--- src/rtl/core/pcl_pkg.sv ---
// ----------------------------------------------------------------------------
// pcl_pkg: shared definitions for the positional circular list
// Request function codes, internal operation codes and fixed field widths.
// ----------------------------------------------------------------------------
package pcl_pkg;

   // Fixed widths of the request and response fields.
   localparam int FUNC_W  = 4;
   localparam int POS_W   = 7;
   localparam int DATA_W  = 32;
   localparam int FIDX_W  = 6;

   // Request function codes.
   localparam logic [FUNC_W-1:0] FN_ADD_FRONT = 4'd0;
   localparam logic [FUNC_W-1:0] FN_ADD_BACK  = 4'd1;
   localparam logic [FUNC_W-1:0] FN_ADD_AT    = 4'd2;
   localparam logic [FUNC_W-1:0] FN_REM_FRONT = 4'd3;
   localparam logic [FUNC_W-1:0] FN_REM_BACK  = 4'd4;
   localparam logic [FUNC_W-1:0] FN_REM_AT    = 4'd5;
   localparam logic [FUNC_W-1:0] FN_SEARCH    = 4'd6;
   localparam logic [FUNC_W-1:0] FN_ADD_ALL   = 4'd7;
   localparam logic [FUNC_W-1:0] FN_CLEAR     = 4'd8;

   // Internal operation codes after decoding front and back variants.
   localparam int OP_W = 3;
   localparam logic [OP_W-1:0] OP_NOP    = 3'd0;
   localparam logic [OP_W-1:0] OP_INSERT = 3'd1;
   localparam logic [OP_W-1:0] OP_REMOVE = 3'd2;
   localparam logic [OP_W-1:0] OP_SEARCH = 3'd3;
   localparam logic [OP_W-1:0] OP_ADDALL = 3'd4;
   localparam logic [OP_W-1:0] OP_CLEAR  = 3'd5;

endpackage

--- src/rtl/core/pcl_ram.sv ---
// ----------------------------------------------------------------------------
// pcl_ram: generic simple dual-port RAM
// One write port and one read port; read data is registered.
// ----------------------------------------------------------------------------
module pcl_ram #(
   parameter int WIDTH = 32,
   parameter int DEPTH = 64
) (
   input  logic                       clock,
   input  logic                       we,
   input  logic [$clog2(DEPTH)-1:0]   waddr,
   input  logic [WIDTH-1:0]           wdata,
   input  logic [$clog2(DEPTH)-1:0]   raddr,
   output logic [WIDTH-1:0]           rdata
);

   logic [WIDTH-1:0] mem_ff [DEPTH];
   logic [WIDTH-1:0] rdata_ff;

   always_ff @(posedge clock) begin
      if (we) begin
         mem_ff[waddr] <= wdata;
      end
      rdata_ff <= mem_ff[raddr];
   end

   assign rdata = rdata_ff;

endmodule

--- src/rtl/core/positional_circular_list.sv ---
// ----------------------------------------------------------------------------
// positional_circular_list: bounded ordered list kept as a ring in one RAM
// Insert, remove, search, add-to-all and clear on a ring of CAPACITY entries.
// ----------------------------------------------------------------------------
// Throughput: one request at a time; a new request is taken only after the
// previous response is loaded. The walk reads at most CAPACITY entries and
// is bound by the single RAM read port, one entry per cycle.
// Reset: synchronous, clears count, head slot and control; no RAM sweep.
// ----------------------------------------------------------------------------
module positional_circular_list #(
   parameter int CAPACITY = 64
) (
   input  logic                              clock,
   input  logic                              reset,
   // request channel
   input  logic                              req_valid,
   output logic                              req_stall,
   input  logic [pcl_pkg::FUNC_W-1:0]        req_func,
   input  logic [pcl_pkg::POS_W-1:0]         req_position,
   input  logic signed [pcl_pkg::DATA_W-1:0] req_value,
   // response channel
   output logic                              rsp_valid,
   input  logic                              rsp_stall,
   output logic                              rsp_ok,
   output logic signed [pcl_pkg::DATA_W-1:0] rsp_removed_value,
   output logic                              rsp_found,
   output logic [pcl_pkg::FIDX_W-1:0]        rsp_found_index,
   output logic [pcl_pkg::POS_W-1:0]         rsp_count,
   output logic                              rsp_is_empty,
   output logic signed [pcl_pkg::DATA_W-1:0] rsp_head_value,
   output logic signed [pcl_pkg::DATA_W-1:0] rsp_tail_value
);

   import pcl_pkg::*;

   // Slot addresses the ring; count and walk indices can reach CAPACITY.
   localparam int SLOT_W  = $clog2(CAPACITY);
   localparam int COUNT_W = $clog2(CAPACITY + 1);
   localparam int SUM_W   = COUNT_W + 1;
   localparam int CMP_W   = (COUNT_W > POS_W) ? COUNT_W : POS_W;

   // Sequencer states. WALK streams reads through the RAM, FINAL does the
   // last write and updates the count and, on remove or clear, the head; then
   // the head and tail entries are read back before the response is loaded.
   localparam logic [2:0] S_IDLE   = 3'd0;
   localparam logic [2:0] S_WALK   = 3'd1;
   localparam logic [2:0] S_FINAL  = 3'd2;
   localparam logic [2:0] S_RDHEAD = 3'd3;
   localparam logic [2:0] S_RDTAIL = 3'd4;
   localparam logic [2:0] S_CAPT   = 3'd5;
   localparam logic [2:0] S_RESP   = 3'd6;

   // Map a list index to its ring slot. head is below CAPACITY and idx is
   // at most CAPACITY, so one conditional subtract is enough.
   function automatic logic [SLOT_W-1:0] slot_of(input logic [SLOT_W-1:0]  head,
                                                 input logic [COUNT_W-1:0] idx);
      logic [SUM_W-1:0] sum;
      sum = SUM_W'(head) + SUM_W'(idx);
      if (sum >= SUM_W'(CAPACITY)) begin
         sum = sum - SUM_W'(CAPACITY);
      end
      return sum[SLOT_W-1:0];
   endfunction

   // Control state.
   logic [2:0]         state_ff,     state_in;
   logic [SLOT_W-1:0]  head_ff,      head_in;
   logic [COUNT_W-1:0] count_ff,     count_in;
   logic [COUNT_W-1:0] walk_left_ff, walk_left_in;
   logic               walk_dv_ff,   walk_dv_in;
   logic               rsp_valid_ff, rsp_valid_in;

   // Per-request payload.
   logic [OP_W-1:0]    op_ff,        op_in;
   logic [COUNT_W-1:0] pos_ff,       pos_in;
   logic [DATA_W-1:0]  val_ff,       val_in;
   logic               ok_ff,        ok_in;
   logic               found_ff,     found_in;
   logic [COUNT_W-1:0] fidx_ff,      fidx_in;
   logic [DATA_W-1:0]  removed_ff,   removed_in;
   logic [DATA_W-1:0]  head_val_ff,  head_val_in;
   logic [DATA_W-1:0]  tail_val_ff,  tail_val_in;
   logic [COUNT_W-1:0] walk_j_ff,    walk_j_in;
   logic [COUNT_W-1:0] walk_dj_ff,   walk_dj_in;

   // Response registers.
   logic               rsp_ok_ff,      rsp_ok_in;
   logic [DATA_W-1:0]  rsp_removed_ff, rsp_removed_in;
   logic               rsp_found_ff,   rsp_found_in;
   logic [FIDX_W-1:0]  rsp_fidx_ff,    rsp_fidx_in;
   logic [POS_W-1:0]   rsp_count_ff,   rsp_count_in;
   logic               rsp_empty_ff,   rsp_empty_in;
   logic [DATA_W-1:0]  rsp_head_ff,    rsp_head_in;
   logic [DATA_W-1:0]  rsp_tail_ff,    rsp_tail_in;

   // RAM ports.
   logic               ram_we;
   logic [SLOT_W-1:0]  ram_waddr;
   logic [DATA_W-1:0]  ram_wdata;
   logic [SLOT_W-1:0]  ram_raddr;
   logic [DATA_W-1:0]  ram_rdata;

   // Decode helpers.
   logic [CMP_W-1:0]   cnt_ext;
   logic [CMP_W-1:0]   dec_pos;
   logic [CMP_W-1:0]   fidx_ext;
   logic               is_ins;
   logic               is_rem;
   logic               ins_ok;
   logic               rem_ok;
   logic               accept;
   logic               rsp_free;
   logic [COUNT_W-1:0] rd_idx;
   logic [COUNT_W-1:0] wr_idx;
   logic [COUNT_W-1:0] tail_idx;
   logic [COUNT_W-1:0] count_dec;

   assign accept   = req_valid && !req_stall;
   assign rsp_free = !rsp_valid_ff || !rsp_stall;
   assign cnt_ext  = CMP_W'(count_ff);
   assign fidx_ext = CMP_W'(fidx_ff);
   assign tail_idx = (count_ff == '0) ? '0 : count_ff - 1'b1;
   assign count_dec = count_ff - 1'b1;

   // Front and back variants become positional ones. A remove at the back
   // of an empty list wraps, but the empty check rejects it anyway.
   always_comb begin
      case (req_func)
         FN_ADD_FRONT, FN_REM_FRONT: dec_pos = '0;
         FN_ADD_BACK:                dec_pos = cnt_ext;
         FN_REM_BACK:                dec_pos = cnt_ext - 1'b1;
         default:                    dec_pos = CMP_W'(req_position);
      endcase
   end

   assign is_ins = req_func inside {FN_ADD_FRONT, FN_ADD_BACK, FN_ADD_AT};
   assign is_rem = req_func inside {FN_REM_FRONT, FN_REM_BACK, FN_REM_AT};
   assign ins_ok = (dec_pos <= cnt_ext) && (count_ff < COUNT_W'(CAPACITY));
   assign rem_ok = (count_ff != '0) && (dec_pos < cnt_ext);

   // Main sequencer.
   always_comb begin
      state_in     = state_ff;
      head_in      = head_ff;
      count_in     = count_ff;
      walk_left_in = walk_left_ff;
      walk_dv_in   = 1'b0;
      walk_j_in    = walk_j_ff;
      walk_dj_in   = walk_dj_ff;
      op_in        = op_ff;
      pos_in       = pos_ff;
      val_in       = val_ff;
      ok_in        = ok_ff;
      found_in     = found_ff;
      fidx_in      = fidx_ff;
      removed_in   = removed_ff;
      head_val_in  = head_val_ff;
      tail_val_in  = tail_val_ff;
      rd_idx       = walk_j_ff;
      wr_idx       = walk_dj_ff;
      ram_we       = 1'b0;
      ram_wdata    = ram_rdata;

      rsp_ok_in      = rsp_ok_ff;
      rsp_removed_in = rsp_removed_ff;
      rsp_found_in   = rsp_found_ff;
      rsp_fidx_in    = rsp_fidx_ff;
      rsp_count_in   = rsp_count_ff;
      rsp_empty_in   = rsp_empty_ff;
      rsp_head_in    = rsp_head_ff;
      rsp_tail_in    = rsp_tail_ff;
      rsp_valid_in   = rsp_valid_ff && rsp_stall;

      case (state_ff)
         S_IDLE: begin
            if (accept) begin
               state_in     = S_WALK;
               val_in       = req_value;
               pos_in       = dec_pos[COUNT_W-1:0];
               found_in     = 1'b0;
               fidx_in      = '0;
               removed_in   = '0;
               walk_left_in = '0;
               walk_j_in    = '0;
               ok_in        = 1'b1;
               op_in        = OP_NOP;
               if (is_ins) begin
                  ok_in = ins_ok;
                  if (ins_ok) begin
                     op_in = OP_INSERT;
                     if (dec_pos == '0) begin
                        // Insert at the head just moves the head back.
                        head_in = (head_ff == '0) ? SLOT_W'(CAPACITY - 1)
                                                  : head_ff - 1'b1;
                     end else begin
                        // Shift the tail part up, walking from the end.
                        walk_left_in = COUNT_W'(cnt_ext - dec_pos);
                        walk_j_in    = count_ff - 1'b1;
                     end
                  end
               end else if (is_rem) begin
                  ok_in = rem_ok;
                  if (rem_ok) begin
                     op_in     = OP_REMOVE;
                     walk_j_in = dec_pos[COUNT_W-1:0];
                     // Removing the head reads only that entry; otherwise
                     // the entries behind it are shifted down.
                     walk_left_in = (dec_pos == '0) ? COUNT_W'(1)
                                                    : COUNT_W'(cnt_ext - dec_pos);
                  end
               end else begin
                  case (req_func)
                     FN_SEARCH: begin
                        op_in        = OP_SEARCH;
                        walk_left_in = count_ff;
                     end
                     FN_ADD_ALL: begin
                        op_in        = OP_ADDALL;
                        walk_left_in = count_ff;
                     end
                     FN_CLEAR: begin
                        op_in = OP_CLEAR;
                     end
                     default: begin
                        ok_in = 1'b0;
                     end
                  endcase
               end
            end
         end

         S_WALK: begin
            // Issue stage: one read per cycle.
            rd_idx = walk_j_ff;
            if (walk_left_ff != '0) begin
               walk_dv_in   = 1'b1;
               walk_dj_in   = walk_j_ff;
               walk_left_in = walk_left_ff - 1'b1;
               walk_j_in    = (op_ff == OP_INSERT) ? walk_j_ff - 1'b1
                                                   : walk_j_ff + 1'b1;
            end
            // Data stage: the entry read in the previous cycle. Writes go to
            // indices the issue stage has already passed, so no read ever
            // sees a stale entry and no forwarding is needed.
            if (walk_dv_ff) begin
               case (op_ff)
                  OP_INSERT: begin
                     ram_we = 1'b1;
                     wr_idx = walk_dj_ff + 1'b1;
                  end
                  OP_REMOVE: begin
                     if (walk_dj_ff == pos_ff) begin
                        removed_in = ram_rdata;
                     end else begin
                        ram_we = 1'b1;
                        wr_idx = walk_dj_ff - 1'b1;
                     end
                  end
                  OP_ADDALL: begin
                     ram_we    = 1'b1;
                     ram_wdata = ram_rdata + val_ff;
                  end
                  OP_SEARCH: begin
                     if (!found_ff && (ram_rdata == val_ff)) begin
                        // First match ends the walk; the read issued in
                        // this cycle is dropped by clearing its valid bit.
                        found_in     = 1'b1;
                        fidx_in      = walk_dj_ff;
                        walk_left_in = '0;
                        walk_dv_in   = 1'b0;
                     end
                  end
                  default: begin
                  end
               endcase
            end
            if ((walk_left_ff == '0) && !walk_dv_ff) begin
               state_in = S_FINAL;
            end
         end

         S_FINAL: begin
            state_in = S_RDHEAD;
            case (op_ff)
               OP_INSERT: begin
                  ram_we    = 1'b1;
                  wr_idx    = pos_ff;
                  ram_wdata = val_ff;
                  count_in  = count_ff + 1'b1;
               end
               OP_REMOVE: begin
                  count_in = count_dec;
                  if (count_dec == '0) begin
                     head_in = '0;
                  end else if (pos_ff == '0) begin
                     head_in = (head_ff == SLOT_W'(CAPACITY - 1)) ? '0
                                                                  : head_ff + 1'b1;
                  end
               end
               OP_CLEAR: begin
                  count_in = '0;
                  head_in  = '0;
               end
               default: begin
               end
            endcase
         end

         S_RDHEAD: begin
            rd_idx   = '0;
            state_in = S_RDTAIL;
         end

         S_RDTAIL: begin
            rd_idx      = tail_idx;
            head_val_in = (count_ff == '0) ? '0 : ram_rdata;
            state_in    = S_CAPT;
         end

         S_CAPT: begin
            tail_val_in = (count_ff == '0) ? '0 : ram_rdata;
            state_in    = S_RESP;
         end

         S_RESP: begin
            // Wait here until the response register is free.
            if (rsp_free) begin
               rsp_valid_in   = 1'b1;
               rsp_ok_in      = ok_ff;
               rsp_removed_in = removed_ff;
               rsp_found_in   = found_ff;
               rsp_fidx_in    = fidx_ext[FIDX_W-1:0];
               rsp_count_in   = cnt_ext[POS_W-1:0];
               rsp_empty_in   = (count_ff == '0);
               rsp_head_in    = head_val_ff;
               rsp_tail_in    = tail_val_ff;
               state_in       = S_IDLE;
            end
         end

         default: begin
            state_in = S_IDLE;
         end
      endcase
   end

   assign ram_raddr = slot_of(head_ff, rd_idx);
   assign ram_waddr = slot_of(head_ff, wr_idx);

   pcl_ram #(
      .WIDTH (DATA_W),
      .DEPTH (CAPACITY)
   ) u_store (
      .clock (clock),
      .we    (ram_we),
      .waddr (ram_waddr),
      .wdata (ram_wdata),
      .raddr (ram_raddr),
      .rdata (ram_rdata)
   );

   always_ff @(posedge clock) begin
      if (reset) begin
         state_ff     <= S_IDLE;
         head_ff      <= '0;
         count_ff     <= '0;
         walk_left_ff <= '0;
         walk_dv_ff   <= 1'b0;
         rsp_valid_ff <= 1'b0;
      end else begin
         state_ff     <= state_in;
         head_ff      <= head_in;
         count_ff     <= count_in;
         walk_left_ff <= walk_left_in;
         walk_dv_ff   <= walk_dv_in;
         rsp_valid_ff <= rsp_valid_in;
      end
   end

   always_ff @(posedge clock) begin
      op_ff          <= op_in;
      pos_ff         <= pos_in;
      val_ff         <= val_in;
      ok_ff          <= ok_in;
      found_ff       <= found_in;
      fidx_ff        <= fidx_in;
      removed_ff     <= removed_in;
      head_val_ff    <= head_val_in;
      tail_val_ff    <= tail_val_in;
      walk_j_ff      <= walk_j_in;
      walk_dj_ff     <= walk_dj_in;
      rsp_ok_ff      <= rsp_ok_in;
      rsp_removed_ff <= rsp_removed_in;
      rsp_found_ff   <= rsp_found_in;
      rsp_fidx_ff    <= rsp_fidx_in;
      rsp_count_ff   <= rsp_count_in;
      rsp_empty_ff   <= rsp_empty_in;
      rsp_head_ff    <= rsp_head_in;
      rsp_tail_ff    <= rsp_tail_in;
   end

   // A new request is taken only while the sequencer is idle; a finished
   // response may still be waiting in the output register at that time.
   assign req_stall         = (state_ff != S_IDLE);
   assign rsp_valid         = rsp_valid_ff;
   assign rsp_ok            = rsp_ok_ff;
   assign rsp_removed_value = rsp_removed_ff;
   assign rsp_found         = rsp_found_ff;
   assign rsp_found_index   = rsp_fidx_ff;
   assign rsp_count         = rsp_count_ff;
   assign rsp_is_empty      = rsp_empty_ff;
   assign rsp_head_value    = rsp_head_ff;
   assign rsp_tail_value    = rsp_tail_ff;

   // The list never holds more entries than the ring has slots.
   a_count_bound: assert property (@(posedge clock) disable iff (reset)
      count_ff <= COUNT_W'(CAPACITY))
      else $error("entry count exceeds capacity");

   // The RAM is written only during the walk and the final update, never
   // while head and tail are being read back.
   a_write_window: assert property (@(posedge clock) disable iff (reset)
      ram_we |-> (state_ff == S_WALK || state_ff == S_FINAL))
      else $error("RAM write outside the walk");

   // A failed request reports no removed value and no search hit.
   a_fail_clean: assert property (@(posedge clock) disable iff (reset)
      rsp_valid_ff && !rsp_ok_ff |-> (rsp_removed_ff == '0) && !rsp_found_ff)
      else $error("failed request carries result data");

   // A response appears only from the response state.
   a_rsp_source: assert property (@(posedge clock) disable iff (reset)
      $rose(rsp_valid_ff) |-> $past(state_ff) == S_RESP)
      else $error("response loaded outside the response state");

endmodule

--- config.mk ---
export PLATFORM = sky130hd
export DESIGN_NAME = positional_circular_list
export DESIGN_NICKNAME = d
export VERILOG_FILES = /design/src/rtl/core/pcl_pkg.sv /design/src/rtl/core/pcl_ram.sv /design/src/rtl/core/positional_circular_list.sv
export SDC_FILE = /design/constraint.sdc
export NUM_CORES = 2
export LEC_CHECK = 0
export ABC_CLOCK_PERIOD_IN_PS = 12300
export BUFFER_PORTS_ARGS = -buffer_cell sky130_fd_sc_hd__buf_2
export CORE_MARGIN = 10
export CORE_UTILIZATION = 30
export DETAILED_ROUTE_END_ITERATION = 8
export MAX_ROUTING_LAYER = met4
export PLACE_DENSITY = 0.5
export SLEW_MARGIN = 20
export SYNTH_ARGS = -nofsm -noshare
export SYNTH_HDL_FRONTEND = slang
export SYNTH_SLANG_ARGS = --single-unit
--- constraint.sdc ---
create_clock -name clock -period 12.3 [get_ports clock]
set_input_delay 2.46 -clock clock [delete_from_list [all_inputs] [get_ports clock]]
set_output_delay 2.46 -clock clock [all_outputs]
set_load 0.05 [all_outputs]
# [Word-level counts from Yosys, hierarchy flattened]
# Memory sizes are Yosys's and may differ from the RTL's. A register that Yosys moved wholly into a read port is not among the register bits.
# Cells that the tools add are included.
[totals] register_bits=297 ram_bits=2048 in_bits=47 output_inout_bits=114 elab_cells=214 n_memories=1
[memory_table] name="u_store.mem_ff" words=64 word_bits=32 read_ports=1 rd_ports_with_merged_regs=1 write_ports=1 line="pcl_ram.sv:17" text="logic [WIDTH-1:0] mem_ff [DEPTH];"
[op_classes] n_addsub=15 magnitude_cmp=5 n_eq_ne=36 n_mux=88 bitwise_logic=1 reduce_logical=43
[op_table] operator="32-bit two-way mux" count=8
[op_table] operator="7-bit two-way mux" count=24
[op_table] operator="32-bit one-hot mux with 2 select lines" count=2
[op_table] operator="6-bit two-way mux" count=14
[op_table] operator="7-bit one-hot mux with 2 select lines" count=5
[op_table] operator="7-bit one-hot mux with 3 select lines" count=2
[op_table] operator="6-bit one-hot mux with 2 select lines" count=3
[op_table] operator="7-bit logical NOT" count=5
[op_table] operator="32-bit adder" count=1
[op_table] operator="32-bit == test" count=1
[op_table] operator="7-bit by 1-bit subtractor with 7-bit output (second input constant)" count=4
[op_table] operator="2-bit inequality test (second input constant)" count=11
[op_table] operator="7-bit by 1-bit adder with 7-bit output (second input constant)" count=3
[op_table] operator="3-bit one-hot mux with 7 select lines" count=1
[op_table] operator="1-bit two-way mux" count=19
[op_table] operator="6-bit by 1-bit subtractor with 6-bit output (second input constant)" count=3
[op_table] operator="6-bit by 7-bit adder with 8-bit output" count=2
[op_table] operator="4-bit by 3-bit == test with 1-bit output (second input constant)" count=4
[op_table] operator="8-bit by 7-bit >= comparator with 1-bit output (second input constant)" count=2
[op_table] operator="3-bit == test (second input constant)" count=5
[op_table] operator="3-bit two-way mux" count=5
[op_table] operator="7-bit nonzero test" count=2
[op_table] operator="3-bit by 2-bit == test with 1-bit output (second input constant)" count=4
[op_table] operator="3-bit nonzero test" count=4
[op_table] operator="31 further kinds" count=54

# [Depth between registers and ports, before layout]
[logic_depth] ltp_word=10 ltp_mapped=19 mapped_depth_nobuf=17

# [Cells and area by module]
# A second synthesis with hierarchy kept.
[hier_totals] cells_unflattened=4743 area_unflattened_um2=93731.1
[by_module_without_submodules] mod="pcl_ram" instances=1 cells_per_inst=3511 area_per_inst_um2=79039.6 seq_area_each_um2=62139.6
[by_module_without_submodules] mod="positional_circular_list" instances=1 cells_per_inst=1232 area_per_inst_um2=14691.6 seq_area_each_um2=8668.3

# [Worst setup path after synthesis]
# OpenSTA, ideal clock, no wires.
[synth_timing] path_kind="input port to flip-flop" start="in rsp_stall" end="reg rsp_count_ff[0], in the netlist rsp_count[0], enable pin" setup_ps=620 arrival_time_ps=7880 t_required_ps=11680 setup_slack_ps=3801 cell_stages=1 path_buffers=0 cell_sequence="a21oi_1"
[synth_via] elab_chain_len=3
[synth_lines] element="start, declared" line="positional_circular_list.sv:23" text="input logic rsp_stall,"
[synth_lines] element="1-bit logical NOT" line="positional_circular_list.sv:119" text="assign rsp_free = !rsp_valid_ff || !rsp_stall;"
[synth_lines] element="1-bit logical OR" line="positional_circular_list.sv:119"
[synth_lines] element="2-bit AND reduction (no line)"
[synth_lines] element="end signal, assigned" line="positional_circular_list.sv:396" text="rsp_count_ff <= rsp_count_in;"
[synth_lines] element="end, declared" line="positional_circular_list.sv:91" text="logic [POS_W-1:0] rsp_count_ff, rsp_count_in;"
# No other way between the ends.
# A chain may end at the register's enable or synchronous reset.

# [Worst setup path after layout]
[layout_timing] start="reg state_ff[2]" end="mem u_store.mem_ff[60][17], enable pin"
[layout_via] elab_chain_len=5 word_cells_on_any_way=10 cone_classes="add/sub: 2; order compare: 1; eq/ne: 2; mux: 5"
[layout_lines] element="start, declared" line="positional_circular_list.sv:66" text="logic [2:0] state_ff, state_in;"
[layout_lines] element="start signal, assigned" line="positional_circular_list.sv:371" text="state_ff <= state_in;"
[layout_lines] element="3-bit by 2-bit == test with 1-bit output / 3-bit by 1-bit == test with 1-bit output (equally long branches)" line="positional_circular_list.sv:174" text="case (state_ff)"
[layout_lines] element="7-bit one-hot mux with 2 select lines" line="positional_circular_list.sv:174"
[layout_lines] element="6-bit by 7-bit adder with 8-bit output" line="positional_circular_list.sv:58" text="sum = SUM_W'(head) + SUM_W'(idx);"
[layout_lines] element="8-bit by 7-bit >= comparator with 1-bit output / 6-bit by 1-bit subtractor with 6-bit output (equally long branches)" line="positional_circular_list.sv:59, positional_circular_list.sv:60"
[layout_lines] element="6-bit two-way mux" line="positional_circular_list.sv:59" text="if (sum >= SUM_W'(CAPACITY)) begin"
[layout_lines] element="end, declared" line="pcl_ram.sv:17"
# Several ways; a longest one is shown, not always the timed one.

==> run_results.csv <==
group,metric,value,unit
drt,vias,45212,
sta,timing.fmax,0.1225,GHz
setup_path,cp.required,12780,ps
placed_design,port_buffers,160,
pwr,ir_drop,0.0001625,V
clocking,cts.path.max_buffers,3,
finish,nets,4739,
setup_path,start_kind,"register",
sta,rsz0062_at_grt,"no",
finish,layout_commonest_cell,"edfxtp_1",
clocking,ctsResizeCount,0,
synth,syn_nets,4436,
sta,setup_viol,0,
setup_path,end_kind,"register",
setup_path,rrSetupSlack,4140,ps
clocking,numClockSinks,2377,
synth,synthCells,4321,
finish,drive_gt1_frac,0.2880,
placed_design,placed_area,100200,um^2
clocking,cts_tree,"built",
synth,yosysWarnings,0,
drt,initialDrtViolationCount,5381,
sta,hold_violations,0,
floorplan,fp.dieArea,333300,um^2
synth,ys_seq_elements,2377,
finish,final_cell_area,108000,um^2
grt,antenna_found_initial,36,
grt,track_usage,0.1485,
pwr,p_leak,0.03353,uW
setup_path,cp_max_fo,36,
grt,use_met1,0.2269,
drt,wl,247600,um
clocking,root_buffer,"clkbuf_16",
sta,slew_headroom,0.2495,
clocking,htreeDepth,4,
grt,grt_pass1_vias,44800,
grt,grt_busiest_layer,"met1",
setup_path,crit_type,"reg -> reg",
drt,ant_nets,0,
grt,grtUsageMet3,0.02765,
finish,area_growth_syn_to_layout,15.87,%
grt,grt_max_degree,103,
sta,timing.final.crit_share,0.6635,
synth,synth_edf_count,2320,
synth,async_flop_share,0,
floorplan,die_h,577.3,um
synth,synth_ff_type,"edfxtp_1",
pwr,p_total,25330,uW
min_path,hp-class,"reg -> reg",
synth,yosysUniqueCellTypes,85,
sta,skew,108.7,ps
finish,final_cell_mix,"2320 x edfxtp_1, 640 x mux4_2, 237 x clkbuf_16, 160 x buf_2, 118 x a21oi_1",
drt,drc_errors,0,
floorplan,die_x,577.3,um
sta,slew_viol_final,0,
pwr,pwr_density_cell,234.6,nW/um^2
grt,grt_pass1_wl,348900,um
placed_design,dp_slack,4208,ps
floorplan,rows,204,
drt,avgViaCountPerCell,5.047,
sta,tns,0,ps
floorplan,design.core.area,309100,um^2
sta,period_needed,8161,ps
synth,syn_area,93190,um^2
finish,multi_input_area,22230,um^2
sta,worst_pin_slew,1123,ps
flow_run,cap_violations,0,
clocking,cts_inserted_buffers,236,
clocking,clkLatencyLatePin,890,ps
grt,grt_overflow_total,0,
clocking,ctsHoldBuffers,0,
drt,drt_pass1_iterations,6,
grt,gr-usage-met2,0.2070,
floorplan,io_pins,161,
clocking,path_clk_slew,60,ps
sta,setup_slack,4139,ps
finish,n_fill_cell,28538,
run_status,outcome,"complete, no violations",
placed_design,hpwl,151100,um
setup_path,critPathArrivalTime,8640,ps
drt,wl_per_cell,27.64,um
floorplan,start_util,0.3015,
synth,synth.avg_cell_area,21.57,um^2
placed_design,place_congestion,0.8184,
synth,synth-seq-area-share,0.7598,
finish,regArea,70810,um^2
clocking,post_cts_buffers,0,
==> path summary, 6_finish.rpt <==
| kind | to | cells past startpoint | start |
|---|---|---|---|
| max | u_store.mem_ff[60][17]$_DFFE_PP_ | 17 | state_ff[2]$_SDFFE_PP0P_ |
| min | rsp_removed_value[25]$_DFFE_PP_ | 0 | removed_ff[25]$_SDFFCE_PN0P_ |
| max reg2reg | u_store.mem_ff[60][17]$_DFFE_PP_ | 17 | state_ff[2]$_SDFFE_PP0P_ |
| min reg2reg | rsp_removed_value[25]$_DFFE_PP_ | 0 | removed_ff[25]$_SDFFCE_PN0P_ |
==> final cells by class <==
class	instances	share of cell area
flip-flops and latches	2377	0.6558
clock buffers	286	0.05672
well taps	4120	0.04774
multi-input cells	1680	0.2059
diodes	13	0.0003013
inverters	48	0.001669
clock inverters	154	0.01228
repair buffers	281	0.01958
==> report_power, final <==
group	total, uW	switching (uW)	internal [uW]
clock network	6960	3070	3890
logic	7980	5250	2730
registers	10400	230	10200
total	25300	8550	16800
==> critical path, stage by stage, from the launching register on <==
cell	delay, ps
dfxtp_1	500
nor2_4	700
nand2_1	610
inv_2	550
nand2_1	300
a211oi_1	490
nor3_1	90
a211o_1	280
ha_1	280
a21o_1	190
a21oi_1	220
o21bai_1	90
a21oi_1	240
xor2_1	180
mux2_2	350
a221o_1	700
nand3b_1	820
nor2_4	1110
==> through the flow <==
step	hold WS (ps)	cells	util
finish	380.6	8959	0.3493
global route	409.1	8953	0.3493
CTS	399.6	8932	0.3482
detailed placement	404.5	8492	0.3241
global placement	402.9	8485	0.3235
floorplan	400.3	4321	-
==> routing by layer <==
metal,vias to the layer above,share of wire,wire [um]
met5,-,0,0
met4,0,0.018,4438
met3,275,0.076,18790
met2,1680,0.43,106000
met1,24469,0.48,118400
li1,18788,-,-
==> cells by family after synthesis <==
group           share of synthesized area
mux                                0.1589
buf+inv                           0.01168
fa+ha+maj                        0.009533
simple gates                      0.02739
xor+xnor                         0.006150
flops                              0.7598
compound gates                    0.02650
==> state kept, by name, indices dropped and copies added (netlist names), 32 cells and up <==
register,count
val_ff,32
removed_ff,32
rsp_head_value,32
rsp_removed_value,32
rsp_tail_value,32
u_store.rdata,32
head_val_ff,32
tail_val_ff,32
u_store.mem_ff,2048
==> Yosys cell counts, types with 6 or more instances <==
cell type,instances,area (um^2)
a211oi_1,43,322.8
a21o_1,18,135.1
a21oi_1,119,595.6
a221o_1,9,90.09
a221oi_1,14,122.6
a22oi_1,31,232.7
a31oi_1,12,75.07
and2_1,37,231.5
and3_1,41,256.5
buf_1,21,78.83
buf_2,71,355.3
clkbuf_1,122,457.9
dfxtp_1,57,1141
edfxtp_1,2320,69670
ha_1,63,788.3
inv_1,46,172.7
mux2i_1,37,370.4
mux4_2,640,14410
nand2_1,76,285.3
nand2b_1,11,68.82
nand3_1,20,100.1
nand4_1,8,50.05
nor2_1,158,593.1
nor2b_1,50,312.8
nor3_1,34,170.2
nor3b_1,6,45.04
nor4_1,10,62.56
nor4b_1,8,70.07
o211ai_1,7,52.55
o21a_1,9,67.56
o21ai_0,66,330.3
o21bai_1,8,60.06
o31ai_1,6,45.04
xnor2_1,34,297.8
xor2_1,27,236.5
Note: power is estimated with default switching activity, not from simulation.
